===== src/sv/ppt_pkg.sv =====
`timescale 1ns / 1ps

package ppt_pkg;

  // Field and coefficient widths.
  localparam int IO_W     = 24;
  localparam int COEF_W   = 20;
  localparam int ROW_W    = 3 * COEF_W;
  localparam int PROD_W   = COEF_W + IO_W;
  localparam int SUM_W    = PROD_W + 2;
  localparam int DIV_W    = SUM_W;
  localparam int QW       = IO_W;
  localparam int NUM_CELLS = QW;

  // The homogeneous constant 1 is 1 << ONE_SHIFT in Q16.8.
  localparam int ONE_SHIFT  = 8;
  localparam int HEAD_SHIFT = QW - ONE_SHIFT;

  // Stream payload widths.
  localparam int TDATA_W = 2 * IO_W;
  localparam int TUSER_W = 2;

  // Configuration register indexes.
  localparam int CFG_IDX_W = 8;
  localparam logic [CFG_IDX_W-1:0] CFG_ROW_TOP    = CFG_IDX_W'(0);
  localparam logic [CFG_IDX_W-1:0] CFG_ROW_MIDDLE = CFG_IDX_W'(1);
  localparam logic [CFG_IDX_W-1:0] CFG_ROW_BOTTOM = CFG_IDX_W'(2);

  // Reset rows form the identity matrix (1.0 is 1 << 12 in Q8.12).
  localparam logic [ROW_W-1:0] ROW_TOP_RST    = ROW_W'(64'h0000_0000_0000_1000);
  localparam logic [ROW_W-1:0] ROW_MIDDLE_RST = ROW_W'(64'h0000_0001_0000_0000);
  localparam logic [ROW_W-1:0] ROW_BOTTOM_RST = ROW_W'(64'h0010_0000_0000_0000);

  // Output clipping limits.
  localparam logic [IO_W-1:0] OUT_MAX     = {1'b0, {(IO_W-1){1'b1}}};
  localparam logic [IO_W-1:0] OUT_MIN     = {1'b1, {(IO_W-1){1'b0}}};
  localparam logic [IO_W-1:0] NEG_MAG_MAX = {1'b1, {(IO_W-1){1'b0}}};

  // One lane of the divider: partial remainder, dividend bits still to
  // bring down, quotient bits so far, and the sideband for the final step.
  typedef struct packed {
    logic [QW-1:0]    n;
    logic [DIV_W-1:0] p;
    logic [QW-1:0]    q;
    logic             neg;
    logic             ovf;
  } lane_t;

  // What travels from cell to cell: both lanes share one divisor.
  typedef struct packed {
    lane_t            lx;
    lane_t            ly;
    logic [DIV_W-1:0] d;
    logic             dz;
  } cell_t;

  // Finished point.
  typedef struct packed {
    logic [IO_W-1:0] x;
    logic [IO_W-1:0] y;
    logic            dz;
    logic            sat;
  } result_t;

  typedef struct packed {
    logic [IO_W-1:0] val;
    logic            sat;
  } lane_res_t;

endpackage


===== src/sv/ppt_div_cell.sv =====
`timescale 1ns / 1ps

module ppt_div_cell (
  input  logic           clk_i,
  input  logic           rst_ni,
  input  logic           valid_i,
  output logic           ready_o,
  input  ppt_pkg::cell_t cell_i,
  output logic           valid_o,
  input  logic           ready_i,
  output ppt_pkg::cell_t cell_o
);

  // One restoring division step: bring down the next dividend bit, try to
  // subtract the divisor, and shift the outcome into the quotient.
  function automatic ppt_pkg::lane_t step(
    input ppt_pkg::lane_t            l,
    input logic [ppt_pkg::DIV_W-1:0] den
  );
    ppt_pkg::lane_t            r;
    logic [ppt_pkg::DIV_W:0]   t;
    logic [ppt_pkg::DIV_W:0]   dd;
    logic [ppt_pkg::DIV_W:0]   diff;
    logic                      ge;
    t     = {l.p, l.n[ppt_pkg::QW-1]};
    dd    = {1'b0, den};
    diff  = t - dd;
    ge    = t >= dd;
    r.p   = ge ? diff[ppt_pkg::DIV_W-1:0] : t[ppt_pkg::DIV_W-1:0];
    r.n   = {l.n[ppt_pkg::QW-2:0], 1'b0};
    r.q   = {l.q[ppt_pkg::QW-2:0], ge};
    r.neg = l.neg;
    r.ovf = l.ovf;
    step  = r;
  endfunction

  logic           valid_q;
  ppt_pkg::cell_t cell_d;

  assign ready_o = !valid_q || ready_i;
  assign valid_o = valid_q;

  always_comb begin
    cell_d    = cell_i;
    cell_d.lx = step(cell_i.lx, cell_i.d);
    cell_d.ly = step(cell_i.ly, cell_i.d);
  end

  always_ff @(posedge clk_i or negedge rst_ni) begin
    if (!rst_ni) begin
      valid_q <= 1'b0;
    end else if (ready_o) begin
      valid_q <= valid_i;
    end
  end

  always_ff @(posedge clk_i) begin
    if (valid_i && ready_o) begin
      cell_o <= cell_d;
    end
  end

endmodule


===== config.mk =====
export PLATFORM = sky130hd
export DESIGN_NAME = ppt_div_cell
export DESIGN_NICKNAME = d
export VERILOG_FILES = /design/src/sv/ppt_pkg.sv /design/src/sv/ppt_div_cell.sv
export SDC_FILE = /design/constraint.sdc
export NUM_CORES = 1
export LEC_CHECK = 0
export BUFFER_PORTS_ARGS = -buffer_cell sky130_fd_sc_hd__buf_4
export CORE_AREA = 2 2 188 190
export CTS_CLUSTER_SIZE = 16
export DETAILED_ROUTE_END_ITERATION = 12
export DIE_AREA = 0 0 190 192
export GPL_TIMING_DRIVEN = 0
export PLACE_DENSITY = 0.69
export SLEW_MARGIN = 5
export SYNTH_ARGS = -nofsm -noshare
export SYNTH_HDL_FRONTEND = slang
export SYNTH_SLANG_ARGS = --single-unit

===== constraint.sdc =====
create_clock -name clk_i -period 8.6 [get_ports clk_i]
set_input_delay 0 -clock clk_i [delete_from_list [all_inputs] [get_ports clk_i]]
set_output_delay 0 -clock clk_i [all_outputs]
set_load 0.01 [all_outputs]

* Word level (Yosys, flattened, before mapping)
Index checks and enable logic that the tools add are counted.
** Cells by class
- Mux-type cells :: 2
- Add/sub/neg operators :: 2
- $lt $le $gt $ge :: 2
- Reductions and logical operators :: 3
** Operators by type and width (count)
- >= comparator 47 x 46 -> 1 bit :: 2
- 2-to-1 mux 46 bit :: 2
- subtractor 46 bit :: 2
- logical AND 1 bit :: 1
- logical NOT 1 bit :: 1
- logical OR 1 bit :: 1
** Storage, ports and cells
- Output and inout port bits :: 241
- Logic and storage cells :: 22
- Register bits after elaboration :: 238
- Bits of input ports :: 243

* Depth between registers and ports, before layout
- Word-level depth :: 3
- Mapped depth :: 15

* Least setup slack after synthesis
No wires, ideal clock.
- Path kind :: register -> register
- Start point :: reg valid_q, in the netlist valid_o
- End point :: reg cell_o[0] in the netlist's numbering (enable)
- Setup slack :: 1.973 ns
- Stages on the path, launching flop included :: 3
- Arrival time :: 5.999 ns
- Path through :: dfrtp_1 > nand2b_1 > and2_1
** On the way
- Word-level cells in the longest chain between the ends :: 3
** RTL lines
- from (decl) :: RTL line ppt_div_cell.sv:37 : logic valid_q;
- from (signal assigned) :: RTL line ppt_div_cell.sv:53 : valid_q <= valid_i;
- logical NOT 1 bit :: RTL line ppt_div_cell.sv:40 : assign ready_o = !valid_q || ready_i;
- logical OR 1 bit :: RTL line ppt_div_cell.sv:40
- via ready_o :: RTL line ppt_div_cell.sv:7 : output logic ready_o,
- logical AND 1 bit :: RTL line ppt_div_cell.sv:58 : if (valid_i && ready_o) begin
- to (signal assigned) :: RTL line ppt_div_cell.sv:59 : cell_o <= cell_d;
- to (decl) :: RTL line ppt_div_cell.sv:11 : output ppt_pkg::cell_t cell_o
The timed path passes the listed nets, and every way through them passes these cells.
A chain may end at the register's enable or synchronous reset.

==> metrics.txt <==
outcome complete, no violations; fin crit share 0.468; final hold slack approximately 0.14 ns; DR vias 12984; clock latency on the worst-skew pair between 0.5 and 0.6 ns; EDFF count, synth between 200 and 250; Power Density around 170 nW/um^2; hold crit path type in2reg; Starting Density 0.397; fin. max-slew vios 0; Final Power 0.00369 W; vias in the first global route 12973; clock root cell clkbuf_16; Unique masters post-synth 75; slew margin rel. 0.400; port bufs 479; CTS buffer count 27; critical path peak fanout 10; floorplan core area 34300 um^2; RSZ-0062 raised after global routing false; dpl cells 2176; Clock Path Buffers 3; htree depth 1; Die H 192 um; hpwl dp roughly 38000 um; Mapped Area 13600 um^2; maximum clock frequency 0.249 GHz; Post-Layout Cell Count 2463; crit path kind in2reg; synth top area cells edfxtp_1, ha_1, a21oi_1, xnor2_1, nor2_1; Die X 190 um; register area share after synthesis 0.525; Reg area 7140 um^2; routability cong. 0.928; first-pass GRT wire length 76500 um; most numerous cell in the Yosys netlist edfxtp_1; top cell type's share of synthesized area 0.523; # rows 68; drt total wl 52200 um; WL/cell ~21 um; IO Pins 484; gr usage total 0.275; HP Start cell_i[118]; Clock Skews around 0.014 ns; worst path arrival time roughly 4.3 ns; Critical R2R Launch valid_o$_DFFE_PN0N_; top post-synthesis cells by count edfxtp_1, a21oi_1, nor2_1; count of clock tree sinks about 240; P_leak just over 9 nW; Clock Pin Slew Worst Setup and Hold Paths 0.06 ns; Overflow after GRT 0; Crit. Startpoint cell_i[2]; Worst setup SP type primary input; CTS-repair resized insts 0; post-layout min period approximately 4 ns; CTS tree done; vias per inst 5.27; final hold viol count 0; antenna violations before repair 2; Worst Max-Slew Pin Slew about 0.9 ns; Fillers 2667; Net count, final 2326; Main synth FF type edfxtp_1; DRT Pass-1 Iters 5; max_cap viols 0; CP endpoint kind register; syn_area_per_cell 11.0 um^2; setup_tns 0 ns; ys async rst share 0.00420; Area Growth Syn to Fin 55.9%; synthesized flop and latch total 238; Remaining DRCs 0; count of final setup violators 0; maximum vdd drop between 0.1 and 0.15 mV; drt initial violations 1000; post-route ant nets 0; area of the die 36500 um^2; YS warnings 0; Critical Path RT 8.89 ns; layout cell share with drive strength beyond 1 0.288; cell taking the most area after synthesis edfxtp_1; largest net degree at the start of global routing 62; cells after synthesis ~1200; multi-input logic area 5950 um^2
critical path: stages:
cell,delay (ns)
dlygate4sd3_1,0.54
buf_4,0.11
inv_1,0.14
ha_1,0.34
nor2b_1,0.19
o31ai_1,0.11
a21oi_1,0.37
a21oi_1,0.25
o31ai_2,0.44
a21oi_2,0.17
o21ai_1,0.49
a41o_1,0.24
buf_2,0.22
buf_4,0.32
mux2_2,0.37
where the power goes:
part / internal (W) / switching (W)
clock: 0.000784 / 0.000484
sequential: 0.00140 / 0.0000290
combinational: 0.000469 / 0.000526
total: 0.00265 / 0.00104
cells in the final DEF, fill, tap and decap left out, types with 4 or more instances in the layout:
cell type	count
a211o_1	4
a211oi_1	6
a21o_1	43
a21oi_1	180
a31oi_1	10
and3_1	8
and4_1	7
buf_2	16
buf_4	484
bufinv_16	7
clkbuf_1	34
clkbuf_16	27
dlygate4sd3_1	239
edfxtp_1	237
ha_1	92
inv_1	73
mux2_1	9
mux2_2	14
nand2_1	71
nand2b_1	11
nand3_1	13
nand4_1	29
nor2_1	120
nor2b_1	10
nor3_1	7
nor4_1	5
o211ai_1	4
o21a_1	10
o21ai_0	47
o21ai_1	5
o21bai_1	17
o22ai_1	5
or4_1	5
xnor2_1	55
xor2_1	27
stage by stage:
step,worst slack [ns],instance area [um^2],utilization
after floorplan,1.97,13600,-
after global placement,-0.276,17800,0.519
after detailed placement,4.67,17900,0.521
after CTS,4.66,21200,0.619
after global routing,4.27,21200,0.619
final,4.58,21200,0.619
sequential cells by signal (all words and copies together), names as in the netlist:
signal   flops
cell_o     237
valid_o      1
logic make-up after synthesis:
family	Yosys count	share of synthesized area
AO/OA/AOI/OAI	372	0.172
AND/OR/NAND/NOR	300	0.104
flip-flops	238	0.525
buffers and inverters	126	0.0382
adder cells (fa/ha/maj)	94	0.0875
XOR/XNOR	82	0.0528
multiplexers	25	0.0209
other	1	0.000276
routing by layer:
layer,vias to the layer above,track usage,share of wire
met4,2,0.123,0.046
met1,6193,0.329,0.39
met3,112,0.0360,0.063
met5,-,0,0.00021
li1,6116,-,-
met2,561,0.495,0.50
final timing paths:
kind                                    endpoint  slack [ns]  depth (start not counted)
max                        cell_o[183]$_DFFE_PP_        4.58                         15
min                         cell_o[99]$_DFFE_PP_        0.14                          4
max reg2reg                 cell_o[89]$_DFFE_PP_        6.56                          3
min reg2reg                  valid_o$_DFFE_PN0N_        1.11                          3
max in group asynchronous    valid_o$_DFFE_PN0N_        8.20                          3
min in group asynchronous    valid_o$_DFFE_PN0N_        0.29                          3
what timing repair did:
action,in CTS,in global routing
endpoints found under the hold margin,237,0
hold buffers,239,0
buffers inserted,0,0
final cells by class:
cell class / count / share of cell area
well taps: 455 / 0.0268
clock buffers: 32 / 0.0327
inverters: 73 / 0.0129
diodes: 1 / 0.000118
clock inverters: 15 / 0.0122
repair buffers: 721 / 0.286
plain buffers: 53 / 0.0116
flip-flops and latches: 238 / 0.337
multi-input cells: 875 / 0.281
(Power assumes the default switching activity.)
