[src/sv/ppt_pkg.sv]
`timescale 1ns / 1ps

package ppt_pkg;

  // Field and coefficient widths.
  localparam int IO_W     = 24;
  localparam int COEF_W   = 20;
  localparam int ROW_W    = 3 * COEF_W;
  localparam int PROD_W   = COEF_W + IO_W;
  localparam int SUM_W    = PROD_W + 2;
  localparam int DIV_W    = SUM_W;
  localparam int QW       = IO_W;
  localparam int NUM_CELLS = QW;

  // The homogeneous constant 1 is 1 << ONE_SHIFT in Q16.8.
  localparam int ONE_SHIFT  = 8;
  localparam int HEAD_SHIFT = QW - ONE_SHIFT;

  // Stream payload widths.
  localparam int TDATA_W = 2 * IO_W;
  localparam int TUSER_W = 2;

  // Configuration register indexes.
  localparam int CFG_IDX_W = 8;
  localparam logic [CFG_IDX_W-1:0] CFG_ROW_TOP    = CFG_IDX_W'(0);
  localparam logic [CFG_IDX_W-1:0] CFG_ROW_MIDDLE = CFG_IDX_W'(1);
  localparam logic [CFG_IDX_W-1:0] CFG_ROW_BOTTOM = CFG_IDX_W'(2);

  // Reset rows form the identity matrix (1.0 is 1 << 12 in Q8.12).
  localparam logic [ROW_W-1:0] ROW_TOP_RST    = ROW_W'(64'h0000_0000_0000_1000);
  localparam logic [ROW_W-1:0] ROW_MIDDLE_RST = ROW_W'(64'h0000_0001_0000_0000);
  localparam logic [ROW_W-1:0] ROW_BOTTOM_RST = ROW_W'(64'h0010_0000_0000_0000);

  // Output clipping limits.
  localparam logic [IO_W-1:0] OUT_MAX     = {1'b0, {(IO_W-1){1'b1}}};
  localparam logic [IO_W-1:0] OUT_MIN     = {1'b1, {(IO_W-1){1'b0}}};
  localparam logic [IO_W-1:0] NEG_MAG_MAX = {1'b1, {(IO_W-1){1'b0}}};

  // One lane of the divider: partial remainder, dividend bits still to
  // bring down, quotient bits so far, and the sideband for the final step.
  typedef struct packed {
    logic [QW-1:0]    n;
    logic [DIV_W-1:0] p;
    logic [QW-1:0]    q;
    logic             neg;
    logic             ovf;
  } lane_t;

  // What travels from cell to cell: both lanes share one divisor.
  typedef struct packed {
    lane_t            lx;
    lane_t            ly;
    logic [DIV_W-1:0] d;
    logic             dz;
  } cell_t;

  // Finished point.
  typedef struct packed {
    logic [IO_W-1:0] x;
    logic [IO_W-1:0] y;
    logic            dz;
    logic            sat;
  } result_t;

  typedef struct packed {
    logic [IO_W-1:0] val;
    logic            sat;
  } lane_res_t;

endpackage

[src/sv/ppt_finish.sv]
`timescale 1ns / 1ps

module ppt_finish (
  input  logic             clk_i,
  input  logic             rst_ni,
  input  logic             valid_i,
  output logic             ready_o,
  input  ppt_pkg::cell_t   cell_i,
  output logic             valid_o,
  input  logic             ready_i,
  output ppt_pkg::result_t res_o
);

  // Apply the sign to the quotient magnitude and clip to Q16.8.
  function automatic ppt_pkg::lane_res_t finish_lane(input ppt_pkg::lane_t l);
    ppt_pkg::lane_res_t r;
    r.sat = 1'b0;
    if (l.ovf) begin
      r.sat = 1'b1;
      r.val = l.neg ? ppt_pkg::OUT_MIN : ppt_pkg::OUT_MAX;
    end else if (l.neg) begin
      if (l.q > ppt_pkg::NEG_MAG_MAX) begin
        r.sat = 1'b1;
        r.val = ppt_pkg::OUT_MIN;
      end else begin
        r.val = ~l.q + ppt_pkg::IO_W'(1);
      end
    end else begin
      if (l.q > ppt_pkg::OUT_MAX) begin
        r.sat = 1'b1;
        r.val = ppt_pkg::OUT_MAX;
      end else begin
        r.val = l.q;
      end
    end
    finish_lane = r;
  endfunction

  ppt_pkg::lane_res_t rx, ry;
  ppt_pkg::result_t   res_d;
  logic               valid_q;

  // A zero divisor forces a zero point and clears the clip flag.
  always_comb begin
    rx = finish_lane(cell_i.lx);
    ry = finish_lane(cell_i.ly);
    if (cell_i.dz) begin
      res_d.x   = '0;
      res_d.y   = '0;
      res_d.dz  = 1'b1;
      res_d.sat = 1'b0;
    end else begin
      res_d.x   = rx.val;
      res_d.y   = ry.val;
      res_d.dz  = 1'b0;
      res_d.sat = rx.sat | ry.sat;
    end
  end

  // Output register; it holds a beat until the sink takes it.
  assign ready_o = !valid_q || ready_i;
  assign valid_o = valid_q;

  always_ff @(posedge clk_i or negedge rst_ni) begin
    if (!rst_ni) begin
      valid_q <= 1'b0;
    end else if (ready_o) begin
      valid_q <= valid_i;
    end
  end

  always_ff @(posedge clk_i) begin
    if (valid_i && ready_o) begin
      res_o <= res_d;
    end
  end

endmodule

[config.mk]
export PLATFORM = sky130hd
export DESIGN_NAME = ppt_finish
export DESIGN_NICKNAME = d
export VERILOG_FILES = /design/src/sv/ppt_pkg.sv /design/src/sv/ppt_finish.sv
export SDC_FILE = /design/constraint.sdc
export NUM_CORES = 1
export LEC_CHECK = 0
export ABC_AREA = 1
export BUFFER_PORTS_ARGS = -buffer_cell sky130_fd_sc_hd__buf_4
export CAP_MARGIN = 20
export CORE_AREA = 2 2 115 117
export CTS_CLUSTER_DIAMETER = 150
export DETAILED_ROUTE_END_ITERATION = 10
export DIE_AREA = 0 0 117 119
export SLEW_MARGIN = 25
export SYNTH_ARGS = -nofsm -noshare
export SYNTH_HDL_FRONTEND = slang
export SYNTH_SLANG_ARGS = --single-unit
[constraint.sdc]
create_clock -name clk_i -period 4.4 [get_ports clk_i]
set_input_delay 0.22 -clock clk_i [delete_from_list [all_inputs] [get_ports clk_i]]
set_output_delay 0.22 -clock clk_i [all_outputs]
set_load 0.02 [all_outputs]
# Word-level counts from Yosys, hierarchy flattened
# Cells that the tools add are included.
[classes]
muxes = 15
magnitude_cmp = 4
n_reduce_logical = 3
addsub = 2
bitwise_logic = 3
[ops]
columns = ["op", "count"]
rows = [
  ["24-bit 2-to-1 mux", 6],
  ["25-bit 2-to-1 mux", 4],
  ["24-bit by 1-bit adder with 24-bit output, second input constant", 2],
  ["24-bit by 23-bit greater-than comparator with 1-bit output, second input constant", 2],
  ["24-bit greater-than comparator, second input constant", 2],
  ["24-bit inverter", 2],
  ["1-bit 2-to-1 mux", 4],
  ["2-bit 2-to-1 mux", 1],
  ["1-bit logical AND", 1],
  ["1-bit zero test", 1],
  ["1-bit logical OR", 1],
  ["1-bit OR", 1],
]
[totals]
register_bits = 51
word_cells = 32
in_bits = 243
out_inout_bits = 52

# Depth between registers and ports, before layout
[depth]
word_depth = 7
mapped_depth = 11
ltp_nobuf = 11

# Least setup slack after synthesis
# No wires, ideal clock.
[synth_timing]
path_kind = "flip-flop to flip-flop"
startpoint = "register valid_q, in the netlist valid_o"
endpoint = "register res_o[0] (netlist name), enable pin"
path_buffers = 0
slack_ns = 0.971
stages_incl_launch_ff = 2
synth_period_minus_slack_ns = 3.429
setup_time_ns = 0.474
t_arrival_ns = 2.955
required_ns = 3.926
path_cell_list = "dfrtp_1 a21oi_1"
[synth_between]
elab_chain_len = 3
[synth_rtl]
columns = ["element", "line_no", "source"]
rows = [
  ["start: declaration", "ppt_finish.sv:41", "logic valid_q;"],
  ["start signal: assignment", "ppt_finish.sv:68", "valid_q <= valid_i;"],
  ["1-bit zero test", "ppt_finish.sv:61", "assign ready_o = !valid_q || ready_i;"],
  ["1-bit logical OR", "ppt_finish.sv:61", ""],
  ["1-bit logical AND", "ppt_finish.sv:73", "if (valid_i && ready_o) begin"],
  ["end signal: assignment", "ppt_finish.sv:74", "res_o <= res_d;"],
  ["end: declaration", "ppt_finish.sv:11", "output ppt_pkg::result_t res_o"],
]
# Every way passes these cells.
# A chain may end at the register's enable or synchronous reset.

# Worst setup path after layout
[layout_timing]
startpoint = "input cell_i[145] (netlist name)"
endpoint = "register res_o[32] (netlist name), data pin"
[layout_between]
elab_chain_len = 5
word_cells_on_any_way = 8
classes_between = "add/sub: 1; order compare: 2; mux: 4; bitwise: 1"
[layout_rtl]
columns = ["element", "line_no", "source"]
rows = [
  ["start: declaration", "ppt_finish.sv:8", "input ppt_pkg::cell_t cell_i,"],
  ["24-bit inverter", "ppt_finish.sv:26", "r.val = ~l.q + ppt_pkg::IO_W'(1);"],
  ["24-bit by 1-bit adder with 24-bit output", "ppt_finish.sv:26", ""],
  ["24-bit 2-to-1 mux", "ppt_finish.sv:22", "if (l.q > ppt_pkg::NEG_MAG_MAX) begin"],
  ["25-bit 2-to-1 mux *", "ppt_finish.sv:21", "end else if (l.neg) begin"],
  ["25-bit 2-to-1 mux *", "ppt_finish.sv:18", "if (l.ovf) begin"],
]
# Mark *: on every way between the ends. The rest lies on a longest branch, timed or not.

==> reports/metrics.cfg <==
[run_status]
status=finished, final reports clean

[synth]
synthCells=501
yosysUniqueCellTypes=31
syn-num-nets=746
syn_area_um2=3710
yosys.area.top_type_share_pct=40.4
ys_warn_count=0
ys_seq_area_share_pct=41.1
synth_area_leaders=edfxtp_1 (40%), nand2_1 (9.7%), nor2_1 (8.1%), a21oi_1 (6.1%), nand3_1 (5.7%)
syn_avg_cell_area_um2=7.41
synth.largest_area_cell=edfxtp_1
ys_ff_latch=51

[drt]
remaining_drc_errors=0
drt_iter0_drc=237
wl_per_cell_um=16.2
wl_um=12600
dr.pass1.iters=5
viasPerCell=4.97
antenna_left=0
vias=3850

[floorplanning]
fp.dieArea_um2=13900
die_h_um=119
start_util_pct=28.8
die_w_um=117
num_rows=42
coreArea_um2=12900
io_pins=295

[setup_path]
cp-start-kind=primary input
crit_path_cell_trace=buf_4 -> inv_1 -> ha_1 -> nand3_1 -> nor2_4 -> nand3_2 -> nand2_2 -> nand3_2 -> inv_2 -> nand3_1 -> a21oi_1
cp.depth=11
crit_type=in2reg
crit_buf_inv=3
critical_path.max_fanout=15
worst_path_dominant_cell_family=simple AND/OR/NAND/NOR gates
end_kind=flip-flop
cp.required_ps=4500
crit_arrival_ps=2100
reg2reg_depth=2
max_stage_delay_ps=280
cp_slowest_cell=inv_2

[hold_path]
holdPathStages=3
hp-class=in2reg

[cells_and_area]
final_layout_size_suffix_gt1_share_pct=22.1
fin_util_pct=37.4
fin_cells=774
nets=842
area_delta_synth_final_pct=29.7
antenna_cells=0
postLayoutCellArea_um2=4810

[power]
p_leak_nw=2.02
pwr_density_cell_nw_per_um2=266
peakVddDrop_mv=0.126

[placement]
gp_congestion=0.859
port_buffers=108
post-place-cells=765
dpl.hpwl_um=9370
postPlaceCellArea_um2=4670

[clock_tree]
clk_latency_ps=290
cts_htree_levels=2
cts_buffers=5
cts_setup_buffers=0
cts_buffer_depth=2
cts_tree=done
path_clk_slew_ps=70
cts_root_buf=clkbuf_16
cts_sinks=51

[grt]
grt_antenna_before_repair=0
grt_first_pass_wirelength_um=19500
gr-total-overflow=0
grt_max_degree=51
grt_usage_pct=18.1
grt_pass1_vias=3744

[sta]
rsz0062_at_grt=false
clock.fmax_mhz=500
drv_slew=0
finalSetupViolations=0
skew_ps=7.25
fin_crit_sh_pct=45.5
period_needed_ps=2000
tns_ps=0
slew_headroom_pct=54.6
finalHoldViolCount=0
tightest_slew_ps=680

[flow_run]
drv_cap=0

-- what timing repair did --
action | 4_1_cts | 5_1_grt
hold endpoints to repair | 1 | 0
hold buffers | 1 | 0
gates resized for setup | 0 | 0
-- placed cells by master, fill, tap and decap left out, types with 2 or more instances in the layout --
| cell type | netlist | layout |
|---|---|---|
| nand3_1 | 42 | 42 |
| buf_4 | 0 | 109 |
| edfxtp_1 | 50 | 50 |
| o21ai_0 | 23 | 23 |
| o31ai_1 | 26 | 26 |
| o211ai_1 | 2 | 2 |
| inv_2 | 2 | 2 |
| nor2_4 | 3 | 3 |
| nor3_1 | 4 | 4 |
| xnor2_1 | 2 | 2 |
| nand3b_1 | 3 | 3 |
| nand3_2 | 3 | 3 |
| clkbuf_1 | 18 | 2 |
| xor2_1 | 16 | 16 |
| nor2_1 | 80 | 80 |
| a21oi_1 | 45 | 44 |
| or2_2 | 3 | 3 |
| a31oi_1 | 8 | 8 |
| ha_1 | 2 | 2 |
| clkbuf_16 | 0 | 5 |
| inv_1 | 52 | 52 |
| nor2_2 | 3 | 3 |
| nand2_1 | 96 | 96 |
| nand4_1 | 8 | 8 |
-- registers in the layout (all words and copies together) (netlist names) --
| register | flops |
|---|---|
| valid_o | 1 |
| res_o | 50 |
-- path summary, 6_finish.rpt --
path	from	endpoint	slack, ps
min in group asynchronous	rst_ni	valid_o	230
max in group asynchronous	rst_ni	valid_o	4090
worst min register to register	valid_o	valid_o	610
worst max register to register	valid_o	res_o[37]	2850
worst max-delay path	cell_i[145]	res_o[32]	2400
worst min-delay path	valid_i	valid_o	150
-- cell usage after synthesis (all sizes together) --
| cell type | number |
|---|---|
| a21oi | 46 |
| a31oi | 8 |
| a41oi | 1 |
| and2 | 1 |
| buf | 3 |
| clkbuf | 18 |
| clkinv | 1 |
| dfrtp | 1 |
| edfxtp | 50 |
| ha | 2 |
| inv | 54 |
| nand2 | 97 |
| nand3 | 45 |
| nand3b | 3 |
| nand4 | 8 |
| nor2 | 86 |
| nor3 | 4 |
| nor4 | 1 |
| o211ai | 2 |
| o21ai | 23 |
| o31ai | 26 |
| or2 | 3 |
| xnor2 | 2 |
| xor2 | 16 |
-- tightest hold or removal path, cell delays in order --
cell	delay [ps]
buf_4	70
inv_1	60
nand2_1	60
-- through the flow --
step           hold slack, ps  power, mW  setup slack, ps
2_1_floorplan           -75.6      0.757              971
6_report                  149       1.28             2400
3_5_place_dp            -2.38      0.902             2120
3_3_place_gp            -4.08      0.901             2140
5_1_grt                   164       1.34             2250
4_1_cts                   149       1.29             2410
-- cell type report --
cell class	instances	area, µm²
Fill cell	1354	8060
Multi-Input combinational cell	374	1900
Sequential cell	51	1530
Timing Repair Buffer	110	828
Tap cell	176	220
Inverter	55	206
Clock buffer	7	133
Clock inverter	1	5.00
-- routing by layer --
| metal | vias up | share of wire (%) | track usage, % |
|---|---|---|---|
| met4 | 0 | 1.0 | 3.68 |
| met5 | - | 0 | 0 |
| met3 | 10 | 12 | 10.1 |
| met2 | 120 | 44 | 27.6 |
| li1 | 1896 | - | - |
| met1 | 1824 | 43 | 22.5 |
-- logic make-up (layout without fill, tap and decap cells) --
logic type / count (synthesis) / in the layout / share of synthesized area (%)
AOI/OAI and AO/OA: 106 / 106 / 16.7
xor gates and xnor gates: 18 / 18 / 4.25
adders and majority gates: 2 / 2 / 0.674
buffers and inverters: 76 / 173 / 8.12
DFF: 51 / 51 / 41.1
and+or+nand+nor: 248 / 248 / 29.2
-- power by group --
group          switching, mW  internal (mW)
sequential           0.00943          0.571
clock                  0.175          0.211
combinational          0.197          0.115
Note: power is estimated with default switching activity, not from simulation.
